===== src/assert_macros.svh =====
// ----------------------------------------------------------------------------
// assert_macros.svh
// assertion macros shared by the supervisor rtl
// ----------------------------------------------------------------------------
`ifndef ASSERT_MACROS_SVH
`define ASSERT_MACROS_SVH

// plain property under clock and async reset
`define ASSERT_AR(lbl, clk, rstn, prop, msg) \
	lbl: assert property (@(posedge clk) disable iff (!rstn) (prop)) else $error(msg);

// same-cycle implication
`define ASSERT_IMPL(lbl, clk, rstn, ante, cons, msg) \
	lbl: assert property (@(posedge clk) disable iff (!rstn) (ante) |-> (cons)) \
		else $error(msg);

// next-cycle implication
`define ASSERT_NEXT(lbl, clk, rstn, ante, cons, msg) \
	lbl: assert property (@(posedge clk) disable iff (!rstn) (ante) |=> (cons)) \
		else $error(msg);

`endif


===== src/abs_pkg.sv =====
// ----------------------------------------------------------------------------
// abs_pkg
// types, constants and helpers of the arming and battery supervisor
// ----------------------------------------------------------------------------
`timescale 1ns / 1ps

package abs_pkg;

	localparam int ARM_W     = 16;
	localparam int MV_W      = 13;
	localparam int CFG_IDX_W = 3;
	localparam int CFG_DAT_W = 16;

	// elapsed counters saturate at 2^CNT_W-1, above every threshold they meet
	localparam int CNT_W = 17;
	typedef logic [CNT_W-1:0] cnt_t;
	localparam cnt_t CNT_MAX = '1;

	localparam int DISARMED_TONE_MS = 2000;
	localparam int DISARMED_LED_MS  = 1000;
	localparam int LOWBATT_LED_MS   = 500;
	localparam int CUTOFF_LED_MS    = 200;
	localparam int CUTOFF_TONE_MS   = 1000;

	localparam cnt_t DISARMED_TONE_HALF = cnt_t'(DISARMED_TONE_MS / 2);
	localparam cnt_t DISARMED_LED_HALF  = cnt_t'(DISARMED_LED_MS / 2);
	localparam cnt_t LOWBATT_LED_HALF   = cnt_t'(LOWBATT_LED_MS / 2);
	localparam cnt_t CUTOFF_LED_HALF    = cnt_t'(CUTOFF_LED_MS / 2);
	localparam cnt_t CUTOFF_TONE_HALF   = cnt_t'(CUTOFF_TONE_MS / 2);

	typedef enum logic [1:0] {
		MODE_DISARMED = 2'd0,
		MODE_NORMAL   = 2'd1,
		MODE_CUTOFF   = 2'd2
	} mode_t;

	typedef enum logic [1:0] {
		TONE_NONE     = 2'd0,
		TONE_DISARMED = 2'd1,
		TONE_CUTOFF   = 2'd2
	} tone_t;

	typedef enum logic [CFG_IDX_W-1:0] {
		REG_ARMING_ENABLED = 3'd0,
		REG_ARM_LEVEL      = 3'd1,
		REG_LOW_BATTERY_MV = 3'd2,
		REG_CUTOFF_MV      = 3'd3,
		REG_CUTOFF_TIME_MS = 3'd4
	} cfg_idx_t;

	typedef struct packed {
		logic             arming_enabled;
		logic [ARM_W-1:0] arm_level;
		logic [MV_W-1:0]  low_battery_mv;
		logic [MV_W-1:0]  cutoff_mv;
		logic [15:0]      cutoff_time_ms;
	} cfg_t;

	typedef struct packed {
		logic [ARM_W-1:0] arming_value;
		logic [MV_W-1:0]  cell_mv;
		logic             battery_known;
	} item_t;

	typedef struct packed {
		mode_t mode;
		logic  stop_outputs;
		logic  drive_outputs;
		logic  led_on;
		tone_t tone_request;
		logic  low_battery;
	} result_t;

	function automatic cnt_t sat_inc(input cnt_t v);
		return (v == CNT_MAX) ? v : v + cnt_t'(1);
	endfunction

endpackage


===== src/abs_in_if.sv =====
// ----------------------------------------------------------------------------
// abs_in_if
// tick channel: arming value, cell voltage, battery flag
// ----------------------------------------------------------------------------
`timescale 1ns / 1ps

interface abs_in_if;
	import abs_pkg::*;

	logic             valid;
	logic             ready;
	logic [ARM_W-1:0] arming_value;
	logic [MV_W-1:0]  cell_mv;
	logic             battery_known;

	modport source (output valid, output arming_value, output cell_mv,
		output battery_known, input ready);
	modport sink (input valid, input arming_value, input cell_mv,
		input battery_known, output ready);
endinterface


===== src/abs_out_if.sv =====
// ----------------------------------------------------------------------------
// abs_out_if
// result channel: mode, output control, led, tone, low battery
// ----------------------------------------------------------------------------
`timescale 1ns / 1ps

interface abs_out_if;
	import abs_pkg::*;

	logic  valid;
	logic  ready;
	mode_t mode;
	logic  stop_outputs;
	logic  drive_outputs;
	logic  led_on;
	tone_t tone_request;
	logic  low_battery;

	modport source (output valid, output mode, output stop_outputs,
		output drive_outputs, output led_on, output tone_request,
		output low_battery, input ready);
	modport sink (input valid, input mode, input stop_outputs,
		input drive_outputs, input led_on, input tone_request,
		input low_battery, output ready);
endinterface


===== src/abs_cfg_if.sv =====
// ----------------------------------------------------------------------------
// abs_cfg_if
// register write channel
// ----------------------------------------------------------------------------
`timescale 1ns / 1ps

interface abs_cfg_if;
	import abs_pkg::*;

	logic                 valid;
	logic                 ready;
	logic [CFG_IDX_W-1:0] reg_index;
	logic [CFG_DAT_W-1:0] data;

	modport source (output valid, output reg_index, output data, input ready);
	modport sink (input valid, input reg_index, input data, output ready);
endinterface


===== src/abs_core.sv =====
// ----------------------------------------------------------------------------
// abs_core
// supervisor state and one-tick update: mode, latch, led and elapsed counters
// ----------------------------------------------------------------------------
`timescale 1ns / 1ps

`include "assert_macros.svh"

module abs_core (
	input  logic            clk,
	input  logic            arst_n,
	input  logic            step,
	input  abs_pkg::cfg_t    cfg,
	input  abs_pkg::item_t   itm,
	output abs_pkg::result_t res
);
	import abs_pkg::*;

	mode_t mode_q, mode_d;
	logic  lb_q, lb_d;
	logic  led_q, led_d;
	cnt_t  dis_tone_q, dis_tone_d;
	cnt_t  dis_led_q, dis_led_d;
	cnt_t  lb_led_q, lb_led_d;
	cnt_t  cut_led_q, cut_led_d;
	cnt_t  cut_tone_q, cut_tone_d;
	cnt_t  uv_q, uv_d;
	logic  stop, drive;
	tone_t tone;

	always_comb begin
		cnt_t uv_cmp;
		mode_d     = mode_q;
		lb_d       = lb_q;
		led_d      = led_q;
		dis_tone_d = sat_inc(dis_tone_q);
		dis_led_d  = sat_inc(dis_led_q);
		lb_led_d   = sat_inc(lb_led_q);
		cut_led_d  = sat_inc(cut_led_q);
		cut_tone_d = sat_inc(cut_tone_q);
		uv_cmp     = sat_inc(uv_q);
		uv_d       = uv_cmp;
		stop       = 1'b0;
		drive      = 1'b0;
		tone       = TONE_NONE;
		case (mode_q)
			MODE_DISARMED: begin
				stop = 1'b1;
				if (!cfg.arming_enabled || itm.arming_value >= cfg.arm_level) begin
					mode_d = MODE_NORMAL;
				end
				if (dis_tone_d > DISARMED_TONE_HALF) begin
					dis_tone_d = '0;
					tone       = TONE_DISARMED;
				end
				if (dis_led_d > DISARMED_LED_HALF) begin
					dis_led_d = '0;
					led_d     = !led_q;
				end
			end
			MODE_NORMAL: begin
				drive = 1'b1;
				if (cfg.arming_enabled && itm.arming_value <= cfg.arm_level) begin
					mode_d = MODE_DISARMED;
				end
				if (itm.battery_known && itm.cell_mv < cfg.low_battery_mv) begin
					lb_d = 1'b1;
				end
				if (itm.cell_mv > cfg.cutoff_mv) begin
					uv_d = '0;
				end
				// cutoff wins over disarm in the same tick
				if (uv_d > cnt_t'(cfg.cutoff_time_ms)) begin
					mode_d = MODE_CUTOFF;
				end
				if (lb_d) begin
					if (lb_led_d > LOWBATT_LED_HALF) begin
						lb_led_d = '0;
						led_d    = !led_q;
					end
				end else begin
					led_d = 1'b1;
				end
			end
			MODE_CUTOFF: begin
				if (cut_led_d > CUTOFF_LED_HALF) begin
					cut_led_d = '0;
					led_d     = !led_q;
				end
				if (cut_tone_d > CUTOFF_TONE_HALF) begin
					cut_tone_d = '0;
					tone       = TONE_CUTOFF;
				end
			end
			default: begin
			end
		endcase
	end

	always_ff @(posedge clk or negedge arst_n) begin
		if (!arst_n) begin
			mode_q     <= MODE_DISARMED;
			lb_q       <= 1'b0;
			led_q      <= 1'b0;
			dis_tone_q <= '0;
			dis_led_q  <= '0;
			lb_led_q   <= '0;
			cut_led_q  <= '0;
			cut_tone_q <= '0;
			uv_q       <= '0;
		end else if (step) begin
			mode_q     <= mode_d;
			lb_q       <= lb_d;
			led_q      <= led_d;
			dis_tone_q <= dis_tone_d;
			dis_led_q  <= dis_led_d;
			lb_led_q   <= lb_led_d;
			cut_led_q  <= cut_led_d;
			cut_tone_q <= cut_tone_d;
			uv_q       <= uv_d;
		end
	end

	assign res.mode          = mode_d;
	assign res.stop_outputs  = stop;
	assign res.drive_outputs = drive;
	assign res.led_on        = led_d;
	assign res.tone_request  = tone;
	assign res.low_battery   = lb_d;

	`ASSERT_NEXT(a_cutoff_terminal, clk, arst_n, mode_q == MODE_CUTOFF,
		mode_q == MODE_CUTOFF, "cutoff mode left")
	`ASSERT_NEXT(a_lowbatt_sticky, clk, arst_n, lb_q, lb_q, "low battery latch cleared")
	`ASSERT_IMPL(a_normal_led_on, clk, arst_n, step && mode_q == MODE_NORMAL && !lb_d,
		res.led_on, "led not lit in normal mode with good battery")
	`ASSERT_IMPL(a_disarmed_stops, clk, arst_n, step && mode_q == MODE_DISARMED,
		res.stop_outputs && !res.drive_outputs, "disarmed tick did not stop outputs")

endmodule


===== src/arming_battery_supervisor_top.sv =====
// ----------------------------------------------------------------------------
// arming_battery_supervisor_top
// arming and battery supervisor advanced by one millisecond tick per beat
// ----------------------------------------------------------------------------
//
//  channel   dir   handshake      payload
//  -------   ---   ------------   -----------------------------------------------
//  item      in    valid/ready    arming_value, cell_mv, battery_known
//  result    out   valid/ready    mode, stop_outputs, drive_outputs, led_on,
//                                 tone_request, low_battery
//  cfg       in    valid/ready    reg_index, data (ready is always high)
//
//  one tick beat per cycle while results are taken; a beat is registered in the input register,
//  and its result then in the output register
//  the tick update is one compare-and-increment pass over the state registers
//  asynchronous reset returns control registers to their defaults, mode disarmed, counters zero
//  a stalled result holds the output register; the input register drains into it
//  as soon as it is taken, so item ready falls only when both are full
// ----------------------------------------------------------------------------
`timescale 1ns / 1ps

`include "assert_macros.svh"

module arming_battery_supervisor_top (
	input  logic      clk,
	input  logic      arst_n,
	abs_in_if.sink    item,
	abs_out_if.source result,
	abs_cfg_if.sink   cfg
);
	import abs_pkg::*;

	cfg_t    cfg_q;
	item_t   item_s1;
	logic    valid_s1;
	result_t res_d, res_q;
	logic    out_valid_q;
	logic    advance;
	logic    step;

	// config register file, writes always taken
	assign cfg.ready = 1'b1;

	always_ff @(posedge clk or negedge arst_n) begin
		if (!arst_n) begin
			cfg_q.arming_enabled <= 1'b0;
			cfg_q.arm_level      <= ARM_W'(1000);
			cfg_q.low_battery_mv <= MV_W'(3500);
			cfg_q.cutoff_mv      <= MV_W'(3200);
			cfg_q.cutoff_time_ms <= 16'd1000;
		end else if (cfg.valid) begin
			unique case (cfg_idx_t'(cfg.reg_index))
				REG_ARMING_ENABLED: cfg_q.arming_enabled <= cfg.data[0];
				REG_ARM_LEVEL:      cfg_q.arm_level      <= cfg.data[ARM_W-1:0];
				REG_LOW_BATTERY_MV: cfg_q.low_battery_mv <= cfg.data[MV_W-1:0];
				REG_CUTOFF_MV:      cfg_q.cutoff_mv      <= cfg.data[MV_W-1:0];
				REG_CUTOFF_TIME_MS: cfg_q.cutoff_time_ms <= cfg.data[15:0];
				default: begin
					// unused index, ignored
				end
			endcase
		end
	end

	// the input register moves on when the output register is empty or being taken
	assign advance    = !out_valid_q || result.ready;
	assign step       = valid_s1 && advance;
	assign item.ready = !valid_s1 || advance;

	always_ff @(posedge clk or negedge arst_n) begin
		if (!arst_n) begin
			valid_s1 <= 1'b0;
		end else if (item.ready) begin
			valid_s1 <= item.valid;
		end
	end

	// payload needs no reset
	always_ff @(posedge clk) begin
		if (item.valid && item.ready) begin
			item_s1.arming_value  <= item.arming_value;
			item_s1.cell_mv       <= item.cell_mv;
			item_s1.battery_known <= item.battery_known;
		end
	end

	abs_core u_core (
		.clk    (clk),
		.arst_n (arst_n),
		.step   (step),
		.cfg    (cfg_q),
		.itm    (item_s1),
		.res    (res_d)
	);

	always_ff @(posedge clk or negedge arst_n) begin
		if (!arst_n) begin
			out_valid_q <= 1'b0;
		end else if (advance) begin
			out_valid_q <= valid_s1;
		end
	end

	always_ff @(posedge clk) begin
		if (step) begin
			res_q <= res_d;
		end
	end

	assign result.valid         = out_valid_q;
	assign result.mode          = res_q.mode;
	assign result.stop_outputs  = res_q.stop_outputs;
	assign result.drive_outputs = res_q.drive_outputs;
	assign result.led_on        = res_q.led_on;
	assign result.tone_request  = res_q.tone_request;
	assign result.low_battery   = res_q.low_battery;

	// a waiting beat in the input register always lands in the output register
	`ASSERT_NEXT(a_s1_drains, clk, arst_n, valid_s1 && advance, out_valid_q,
		"input beat lost on its way out")
	// input side only stalls when both registers are full and the result is blocked
	`ASSERT_AR(a_ready_only_full, clk, arst_n,
		item.ready || (valid_s1 && out_valid_q && !result.ready), "item stalled with room to spare")

endmodule

===== src/flat_wrapper.sv =====
// flat-port wrapper written by rule: the top's interface ports become plain ports
module arming_battery_supervisor_top_flat import abs_pkg::*;
  (clk, arst_n, item_valid, item_arming_value, item_cell_mv, item_battery_known, item_ready, result_valid, result_mode, result_stop_outputs, result_drive_outputs, result_led_on, result_tone_request, result_low_battery, result_ready, cfg_valid, cfg_reg_index, cfg_data, cfg_ready);
  abs_in_if item_i ();
  abs_out_if result_i ();
  abs_cfg_if cfg_i ();
  input  logic clk;
  input  logic arst_n;
  input wire logic [$bits(item_i.valid)-1:0] item_valid;
  input wire logic [$bits(item_i.arming_value)-1:0] item_arming_value;
  input wire logic [$bits(item_i.cell_mv)-1:0] item_cell_mv;
  input wire logic [$bits(item_i.battery_known)-1:0] item_battery_known;
  output wire logic [$bits(item_i.ready)-1:0] item_ready;
  output wire logic [$bits(result_i.valid)-1:0] result_valid;
  output wire logic [$bits(result_i.mode)-1:0] result_mode;
  output wire logic [$bits(result_i.stop_outputs)-1:0] result_stop_outputs;
  output wire logic [$bits(result_i.drive_outputs)-1:0] result_drive_outputs;
  output wire logic [$bits(result_i.led_on)-1:0] result_led_on;
  output wire logic [$bits(result_i.tone_request)-1:0] result_tone_request;
  output wire logic [$bits(result_i.low_battery)-1:0] result_low_battery;
  input wire logic [$bits(result_i.ready)-1:0] result_ready;
  input wire logic [$bits(cfg_i.valid)-1:0] cfg_valid;
  input wire logic [$bits(cfg_i.reg_index)-1:0] cfg_reg_index;
  input wire logic [$bits(cfg_i.data)-1:0] cfg_data;
  output wire logic [$bits(cfg_i.ready)-1:0] cfg_ready;
  assign item_i.valid = item_valid;
  assign item_i.arming_value = item_arming_value;
  assign item_i.cell_mv = item_cell_mv;
  assign item_i.battery_known = item_battery_known;
  assign item_ready = item_i.ready;
  assign result_valid = result_i.valid;
  assign result_mode = result_i.mode;
  assign result_stop_outputs = result_i.stop_outputs;
  assign result_drive_outputs = result_i.drive_outputs;
  assign result_led_on = result_i.led_on;
  assign result_tone_request = result_i.tone_request;
  assign result_low_battery = result_i.low_battery;
  assign result_i.ready = result_ready;
  assign cfg_i.valid = cfg_valid;
  assign cfg_i.reg_index = cfg_reg_index;
  assign cfg_i.data = cfg_data;
  assign cfg_ready = cfg_i.ready;
  arming_battery_supervisor_top u_core (.clk(clk), .arst_n(arst_n), .item(item_i), .result(result_i), .cfg(cfg_i));
endmodule

===== config.mk =====
export PLATFORM = sky130hd
export DESIGN_NAME = arming_battery_supervisor_top_flat
export DESIGN_NICKNAME = d
export VERILOG_FILES = /design/src/abs_pkg.sv /design/src/abs_in_if.sv /design/src/abs_out_if.sv /design/src/abs_cfg_if.sv /design/src/abs_core.sv /design/src/arming_battery_supervisor_top.sv /design/src/flat_wrapper.sv
export VERILOG_INCLUDE_DIRS = /design/src /design/src/src
export SDC_FILE = /design/constraint.sdc
export NUM_CORES = 1
export LEC_CHECK = 0
export BUFFER_PORTS_ARGS = -buffer_cell sky130_fd_sc_hd__buf_2
export CORE_UTILIZATION = 50
export CTS_CLUSTER_DIAMETER = 40
export DETAILED_ROUTE_END_ITERATION = 12
export PLACE_DENSITY = 0.68
export RECOVER_POWER = 25
export SLEW_MARGIN = 5
export SYNTH_ARGS = -nofsm -noshare
export SYNTH_HDL_FRONTEND = slang
export SYNTH_HIERARCHICAL = 1
export SYNTH_SLANG_ARGS = --single-unit

===== constraint.sdc =====
create_clock -name clk -period 4.02 [get_ports clk]
set_input_delay 0.603 -clock clk [delete_from_list [all_inputs] [get_ports clk]]
set_output_delay 0.603 -clock clk [all_outputs]
set_load 0.02 [all_outputs]

* Yosys cells after proc, flatten, opt, wreduce, memory -nomap -nowiden *
Index checks and enable logic that the tools add are counted.

storage, ports and cells
  register bits = 205
  output and inout port bits = 11
  word-level logic and storage cells = 108
  input bits = 54

cells by class
  eq/ne operators = 12
  add/sub/neg operators = 6
  magnitude comparators = 10
  reduce and logical (&&, ||, !) cells = 18
  muxes and demuxes = 37

operators with widths
  kind                                                              number
  2-to-1 mux 17 bit                                                 20
  adder 17 x 1 -> 17 bit (second input constant)                    6
  equality test 17 bit (second input constant)                      6
  greater-than comparator 17 x 9 -> 1 bit (second input constant)   2
  greater-than comparator 17 x 10 -> 1 bit (second input constant)  1
  greater-than comparator 17 x 16 -> 1 bit                          1
  greater-than comparator 17 x 7 -> 1 bit (second input constant)   1
  greater-than comparator 17 x 8 -> 1 bit (second input constant)   1
  >= comparator 16 bit                                              1
  less-or-equal comparator 16 bit                                   1
  greater-than comparator 13 bit                                    1
  < comparator 13 bit                                               1
  2-to-1 mux 1 bit                                                  10
  AND reduction 2 bit                                               5
  2-to-1 mux 2 bit                                                  4
  one-hot mux 2 bit (2 select lines)                                2
  equality test 3 x 2 -> 1 bit (second input constant)              2
  logical AND 1 bit                                                 4
  logical NOT 1 bit                                                 4
  equality test 3 x 1 -> 1 bit (second input constant)              1
  equality test 3 bit (second input constant)                       1
  logical NOT 3 bit                                                 1
  logical OR 1 bit                                                  3
  one-hot mux 1 bit (3 select lines)                                1
  other kinds (3)                                                   3

* Longest topological paths before layout *
Gate-level depths: netlist of the first run.

  depth after elaboration = 7
  mapped depth = 19
  gate-level depth less buffers = 19

* Hierarchy *
The synthesis of the first run kept the hierarchy.

modules (own cells, without submodules)
  module                         instances  area an instance (µm²)  cells each  seq. area each (µm²)
  abs_core                       1          9153.8                  1156        2652.5
  arming_battery_supervisor_top  1          3609.7                  177         2695.1

* Worst setup path after synthesis of the first run *
Ideal clock, no wire load.

  path kind = flip-flop to flip-flop
  start point = register u_core.u_core.uv_q[0]
  end point = register u_core.res_q, in the netlist u_core/result.mode[0], data pin
  period minus slack after synthesis = 3.574 ns
  data required time = 3.891 ns
  path buffers = 1
  arrival time = 3.445 ns
  path slack = 0.446 ns
  stages on the path, launching flop included = 20
  library setup time = 0.129 ns
  cell sequence = dfrtp_1 ha_1 nand4_1 nor4_1 a21oi_1 nand3_1 nor2_1 and3_1 clkbuf_1 nand3_1 xor2_1 nor2_1 ha_1 nand3_1 nor4_1 a22oi_1 o211ai_1 o211ai_1 o21ai_0 a21o_1

RTL lines
  what                      RTL line                              RTL
  start: declaration        abs_core.sv:27                        cnt_t uv_q, uv_d;
  start signal: assignment  abs_core.sv:120                       uv_q <= uv_d;
  end signal: assignment    arming_battery_supervisor_top.sv:106  res_q <= res_d;
  end: declaration          arming_battery_supervisor_top.sv:36   result_t res_d, res_q;

==> results of run 1 <==
[power breakdown]
group	total (uW)	switching (uW)	internal (uW)
logic	1540	837	705
registers	2840	361	2480
clock network	3310	1120	2200
total	7700	2310	5380
[worst min-delay path by stage]
stage	start	end	slack (ps)	cells after the start
CTS	arst_n	u_core/u_core/cut_tone_q[12]$_DFFE_PN0P_	230	1
floorplan	arst_n	u_core/cfg_q[0]$_DFFE_PN0P_	310	0
finish	item_battery_known	u_core/item_s1[0]$_DFFE_PP_	270	1
detailed placement	u_core/u_core/lb_q$_DFFE_PN0P_	u_core/u_core/lb_q$_DFFE_PN0P_	480	1
global route	item_battery_known	u_core/item_s1[0]$_DFFE_PP_	250	1
global placement	u_core/u_core/lb_q$_DFFE_PN0P_	u_core/u_core/lb_q$_DFFE_PN0P_	460	1
[sequential cells by signal, indices dropped and copies added, names as in the netlist, 2 cells and up]
name,flops
u_core/u_core/cut_led_q,17
u_core/u_core/cut_tone_q,17
u_core/result.tone_request,2
u_core/u_core/uv_q,17
u_core/u_core/lb_led_q,17
u_core/result.mode,2
u_core/cfg_q,59
u_core/u_core/mode_q,2
u_core/item_s1,30
u_core/u_core/dis_tone_q,17
u_core/u_core/dis_led_q,17
[kinds of logic after synthesis]
| logic type | after synthesis | synth area share [%] |
|---|---|---|
| other cells | 1 | 0.0294 |
| xor+xnor | 25 | 1.72 |
| fa+ha+maj | 64 | 6.25 |
| compound gates | 365 | 19.0 |
| mux | 67 | 6.48 |
| simple gates | 453 | 19.1 |
| flops | 205 | 41.9 |
| buf+inv | 153 | 5.53 |
[final cells by class]
class / instances / share of cell area, %
multi-input combinational: 975 / 46.0
sequential: 205 / 36.5
clock buffer: 44 / 7.08
timing repair buffer: 86 / 3.40
tap: 330 / 2.82
clock inverter: 25 / 2.14
inverter: 81 / 2.08
[routing by layer]
layer	share of wire (%)	wire length, um
met4	2.2	653
met5	0	0
met2	46	13600
met3	4.8	1410
met1	46	13600
[worst max-delay path, delay by kind of cell, from the launching register on]
kind	cells	cell delay, ps
xor+xnor	1	160
simple gates	10	1510
flops	1	420
compound gates	6	930
fa+ha+maj	2	570
[repair_timing]
action / CTS / global route
resized for setup: 0 / 4
hold endpoints to repair: 0 / 0
endpoints found under the setup margin: 0 / 2
[synth_stat cells (10+ instances only)]
cell      count  area share [%]
and3_1       30             1.5
a21oi_1      97             3.8
o31ai_1      16            0.94
xnor2_1      17             1.2
nor3_1       23            0.90
o21ai_0      74             2.9
and4_1       12            0.82
nand4_1      29             1.4
a31oi_1      30             1.5
a22o_1       10            0.69
edfxtp_1     38             8.9
buf_2        12            0.47
a211oi_1     10            0.59
nand2_1     100             2.9
nand2b_1     22             1.1
nor2b_1      16            0.78
nand3_1      51             2.0
ha_1         63             6.2
nor2_1       94             2.8
o211ai_1     12            0.71
mux2_4       20             2.4
mux2_2       45             4.0
and2_1       11            0.54
dfrtp_1     145              28
a21o_1       20             1.2
inv_1        81             2.4
clkbuf_1     35             1.0
dfstp_2      22             4.5
[metrics by stage]
| step | setup WS (ps) | utilization [%] | area (um^2) |
|---|---|---|---|
| 2_1_floorplan | 446 | - | 12800 |
| 3_3_place_gp | 373 | 52.9 | 13300 |
| 3_5_place_dp | 260 | 52.9 | 13300 |
| 4_1_cts | 240 | 58.3 | 14600 |
| 5_1_grt | -65.8 | 58.3 | 14600 |
| 6_report | 205 | 58.3 | 14600 |
[cell usage in the layout, fill, tap and decap left out, types with 38 or more instances in the layout]
master	count
inv_1	81
nor2_1	94
dfrtp_1	145
o21ai_0	73
mux2_2	45
buf_2	60
ha_1	63
edfxtp_1	38
nand3_1	51
clkbuf_16	40
a21oi_1	96
nand2_1	100
==> key figures, run 1 <==
Status
  • Outcome: complete, but fails checks
  • Failing checks: max-capacitance violations, max-slew violations

Clocking
  • H-tree levels: 2
  • Clk sinks: 205
  • Maximum clock path buffer count: 3
  • Clock transition at path regs: 50 ps
  • Setup Buffers After CTS: 0
  • CTS buffer count: 38
  • Root buf cell: clkbuf_16
  • Clock Latency Late Sink: 510 ps
  • TritonCTS clock tree: built
  • Hold Buf Count CTS: 0

Synthesis
  • Post-Syn Instances: 1333
  • Post-Syn Area: 12800 um^2
  • Synth warn: 6
  • Yosys reg bits: 205
  • Sequential fraction of the synthesis area: 41.9%
  • Ys async rst share: 81.5%
  • EDFF count, synth: 38
  • Mean Syn Cell Area: 9.58 um^2
  • Post-synth net total: 1450
  • Yosys cell types: 97
  • Synth Flop Type: dfrtp_1

Setup path
  • Reg2reg start: u_core/u_core/uv_q[0]$_DFFE_PN0P_
  • CP dominant cell by count: nor2_1
  • Crit Path Max Fanout: 5
  • WS Path Type: reg2reg
  • CP peak stage delay: 420 ps
  • Crit path cell chain: ha_1 > nand4_1 > nor2_1 > nand3_1 > nor2_1 > nand2_1 > nand2_1 > xor2_1 > nor2_1 > ha_1 > nand4_1 > nor2_1 > nor2_1 > a21o_1 > a21oi_1 > o211ai_1 > o211ai_1 > o21ai_1 > a21o_1
  • CP endpoint kind: register
  • Setup crit start: u_core/u_core/uv_q[0]$_DFFE_PN0P_
  • Worst reg2reg path depth: 19
  • Arrival @ worst endpoint: 4080 ps
  • FF-to-FF setup slack: 200 ps
  • Crit path max-delay cell type: dfrtp_1
  • FF-to-FF End: u_core/result.mode[0]$_DFFE_PP_
  • CP Launch Type: register
  • Critical Path End: u_core/result.mode[0]$_DFFE_PP_
  • Critical path required time: 4290 ps

STA
  • Final Skew: 14.3 ps
  • Final Setup Violations: 0
  • Slew of the pin with the lowest slew margin: 2480 ps
  • Final cycle utilization of the critical path: 94.9%
  • Final Hold Violating Endpoints: 0
  • Worst hold slack: 266 ps
  • Setup TNS: 0 ps
  • Max Freq: 0.262 GHz
  • Slew Viols, Final: 99
  • Headroom to the max-slew limit: -65.0%
  • Post-route minimum period: 3820 ps

Detailed routing
  • Initial drt markers: 733
  • DR vias/cell: 6.03
  • Via Count: 10500
  • Per-cell routed wire length: 16.7 um
  • DRT Pass-1 Iters: 5
  • DRC viols: 0
  • Antenna viol nets, final: 0
  • Routed WL: 29200 um

Floorplanning
  • Die Height: 162 um
  • Width of the die: 162 um
  • Total core area: 25100 um^2
  • Die ar.: 26200 um^2
  • Boundary Pins: 65
  • Initial Util: 50.8%
  • Site Rows: 58

GRT
  • Largest net degree at the start of global routing: 99
  • Met3 global-route usage: 3.17%
  • Total Routing Usage GR: 22.5%
  • Met1 Use GR: 31.2%
  • GR Util met2: 36.8%
  • Gr busiest metal: met2
  • Global-route wire length before repair: 48800 um
  • Vias in the first global route: 10000
  • Initial antenna violation count: 0
  • Grt ovf: 0

Cells and area
  • Layout area overhead: 14.7%
  • Nets: 1504
  • Fill count: 2161
  • Layout Cells excl Fill: 1746
  • Multi-input gate area: 6730 um^2
  • FF+latch area: 5350 um^2
  • Share of layout cells above drive strength 1: 19.2%
  • Antenna diodes: 0

Placement
  • IO buf count: 63
  • Gpl congestion: 0.878
  • Post-DP HPWL: 20000 um
  • Placed instance count: 1677

Power
  • Tot Pwr: 7700 uW
  • Pwr dens: 526 nW/um^2
  • Leakage: 0.00628 uW
  • VDD IR-drop max: 423 uV

Run
  • Max_cap viols: 1

Worst hold path
  • Hold crit path type: in2reg
Note: power is estimated with default switching activity, not from simulation.
==> inputs of run 2 (changes only) <==
==> constraint.sdc (replaced) <==
create_clock -name clk -period 4.02 [get_ports clk]
set_input_delay 0.201 -clock clk [delete_from_list [all_inputs] [get_ports clk]]
set_output_delay 0.201 -clock clk [all_outputs]
set_load 0.02 [all_outputs]
==> key figures, run 2 (same netlist as run 1, synthesis figures left out) <==
Floorplanning
  • Initial Util: 50.8%
  • Total core area: 25100 um^2
  • Die Height: 162 um
  • Width of the die: 162 um
  • Boundary Pins: 65
  • Site Rows: 58
  • Die ar.: 26200 um^2

Cells and area
  • Largest register FFs: 59
  • Layout area overhead: 17.1%
  • Top flop regs: u_core/cfg_q: 59 flops, u_core/item_s1: 30 flops
  • Share of layout cells above drive strength 1: 18.1%
  • Final instance area: 14900 um^2
  • Nets: 1545
  • Most frequent cells in the layout: 145 x dfrtp_1, 100 x nand2_1, 96 x a21oi_1
  • Reg with most FFs: u_core/cfg_q
  • Commonest non-fill, non-tap cell in the layout: dfrtp_1
  • Antenna diodes: 0

Setup path
  • CP Launch Type: register
  • Setup crit start: u_core/u_core/uv_q[0]$_DFFE_PN0P_
  • Arrival @ worst endpoint: 4090 ps
  • Critical path required time: 4390 ps
  • Crit path max-delay cell type: dfrtp_1
  • Crit Path Max Fanout: 5
  • Reg2reg start: u_core/u_core/uv_q[0]$_DFFE_PN0P_
  • CP peak stage delay: 420 ps
  • CP endpoint kind: register
  • CP dominant cell by count: nand3_1
  • WS Path Type: reg2reg
  • Crit path cell chain: ha_2 > nand4_1 > nor4_2 > a21oi_2 > nand3_1 > nor2_1 > and3_1 > nand3_1 > xor2_1 > nor2_1 > ha_1 > nand3_1 > nor4_1 > a22oi_1 > o211ai_1 > o211ai_1 > o21ai_1 > a21o_1

Placement
  • Post-DP HPWL: 19900 um
  • Gpl congestion: 0.885
  • IO buf count: 63
  • Placed Area: 13300 um^2
  • Pre-CTS setup slack: 259 ps

Status
  • Failing checks: max-capacitance violations, max-slew violations
  • Outcome: complete, but fails checks

Power
  • Logic pwr share: 21.0%
  • VDD IR-drop max: 500 uV
  • Clock power frac: 41.0%
  • Pwr dens: 501 nW/um^2
  • Internal power: 5170 uW
  • Leakage: 0.00642 uW
  • Switching share of power: 30.8%
  • Tot Pwr: 7480 uW
  • P_sw: 2310 uW
  • Seq pwr share: 37.9%

STA
  • Setup TNS: 0 ps
  • Headroom to the max-slew limit: -58.0%
  • Final Setup Violations: 0
  • Slew Viols, Final: 92
  • Final Skew: 11.8 ps
  • Worst hold slack: 17.9 ps
  • Final Hold Violating Endpoints: 0
  • Slew of the pin with the lowest slew margin: 2370 ps
  • Max Freq: 0.269 GHz
  • Fin worst setup slack: 305 ps
  • Final cycle utilization of the critical path: 92.4%
  • Post-route minimum period: 3720 ps

Clocking
  • Root buf cell: clkbuf_16
  • TritonCTS clock tree: built
  • Maximum clock path buffer count: 3
  • Clock Latency Late Sink: 510 ps
  • Clock transition at path regs: 50 ps
  • Clk sinks: 205
  • CTS buffer count: 37
  • H-tree levels: 2

Run
  • Max_cap viols: 1

Worst hold path
  • Hold crit path type: in2reg
  • Min-Delay Startpoint: cfg_data[4]

GRT
  • Global-route wire length before repair: 50600 um
  • Grt ovf: 0
  • Initial antenna violation count: 0
  • Vias in the first global route: 10400
  • Largest net degree at the start of global routing: 93
  • Total Routing Usage GR: 23.4%

Detailed routing
  • DRC viols: 0
  • DRT Pass-1 Iters: 5
  • Routed WL: 29800 um
  • DR vias/cell: 5.96
  • Antenna viol nets, final: 0
  • Per-cell routed wire length: 16.7 um
  • Via Count: 10700
  • Initial drt markers: 908
-- run 2: changes by cell type in the layout (fill, tap and decap cells not counted), moves of 2 or more --
cell / before / now
clkinv_2: 2 / 5
buf_4: 22 / 20
clkinvlp_4: 4 / 2
dlygate4sd3_1: 0 / 44
clkbuf_8: 2 / 0
inv_6: 4 / 8
clkinv_1: 1 / 4
clkinv_4: 7 / 2
bufinv_16: 5 / 2
-- run 2: critical path, delay by kind of cell (launching register included) --
kind / cells / cell delay (ps)
AND/OR/NAND/NOR: 9 / 1570
XOR/XNOR: 1 / 190
adder cells (fa/ha/maj): 2 / 540
flip-flops: 1 / 420
AO/OA/AOI/OAI: 6 / 860
-- run 2: layout make-up --
cell class	count	area, um^2
fill	2151	10200
multi-input combinational	975	6720
sequential	205	5350
clock buffer	43	1010
timing repair buffer	128	923
tap	330	413
inverter	81	304
clock inverter	25	220
-- run 2: metal layers --
layer / share of wire, % / global-route usage, % / up-vias
met2: 47 / 38.0 / 309
li1: - / - / 5150
met1: 47 / 32.2 / 5133
met4: 2.4 / 7.80 / 0
met3: 4.4 / 3.29 / 67
met5: 0 / 0 / -
-- run 2: worst paths after layout --
check                      cells after the start  slack (ps)                                     end
max                                           18         300         u_core/result.mode[0]$_DFFE_PP_
min                                            2          20            u_core/cfg_q[33]$_DFFE_PN0P_
max reg2reg                                   18         300         u_core/result.mode[0]$_DFFE_PP_
min reg2reg                                    1         470          u_core/u_core/lb_q$_DFFE_PN0P_
max in group asynchronous                      2        1680   u_core/u_core/lb_led_q[5]$_DFFE_PN0P_
min in group asynchronous                      2         950  u_core/u_core/cut_led_q[8]$_DFFE_PN0P_
-- run 2: stage by stage --
stage                     utilization [%]  instances
final                                59.5       1787
after global routing                 59.5       1787
after CTS                            59.5       1787
after detailed placement             52.8       1675
after global placement               52.8       1675
after floorplan                         -       1333
-- run 2: power groups by stage --
stage,logic [uW],registers (uW),clock network (uW)
after global placement,1490,2850,0
final,1570,2840,3070
after CTS,1570,2830,3130
after detailed placement,1530,2850,0
after floorplan,1250,2710,0
after global routing,1770,2890,3240
-- run 2: what timing repair did --
| item | CTS | global route |
|---|---|---|
| buffers inserted | 0 | 0 |
| hold endpoints to repair | 155 | 0 |
| hold buffers | 44 | 0 |
| gates resized for setup | 0 | 5 |
| endpoints found under the setup margin | 0 | 2 |
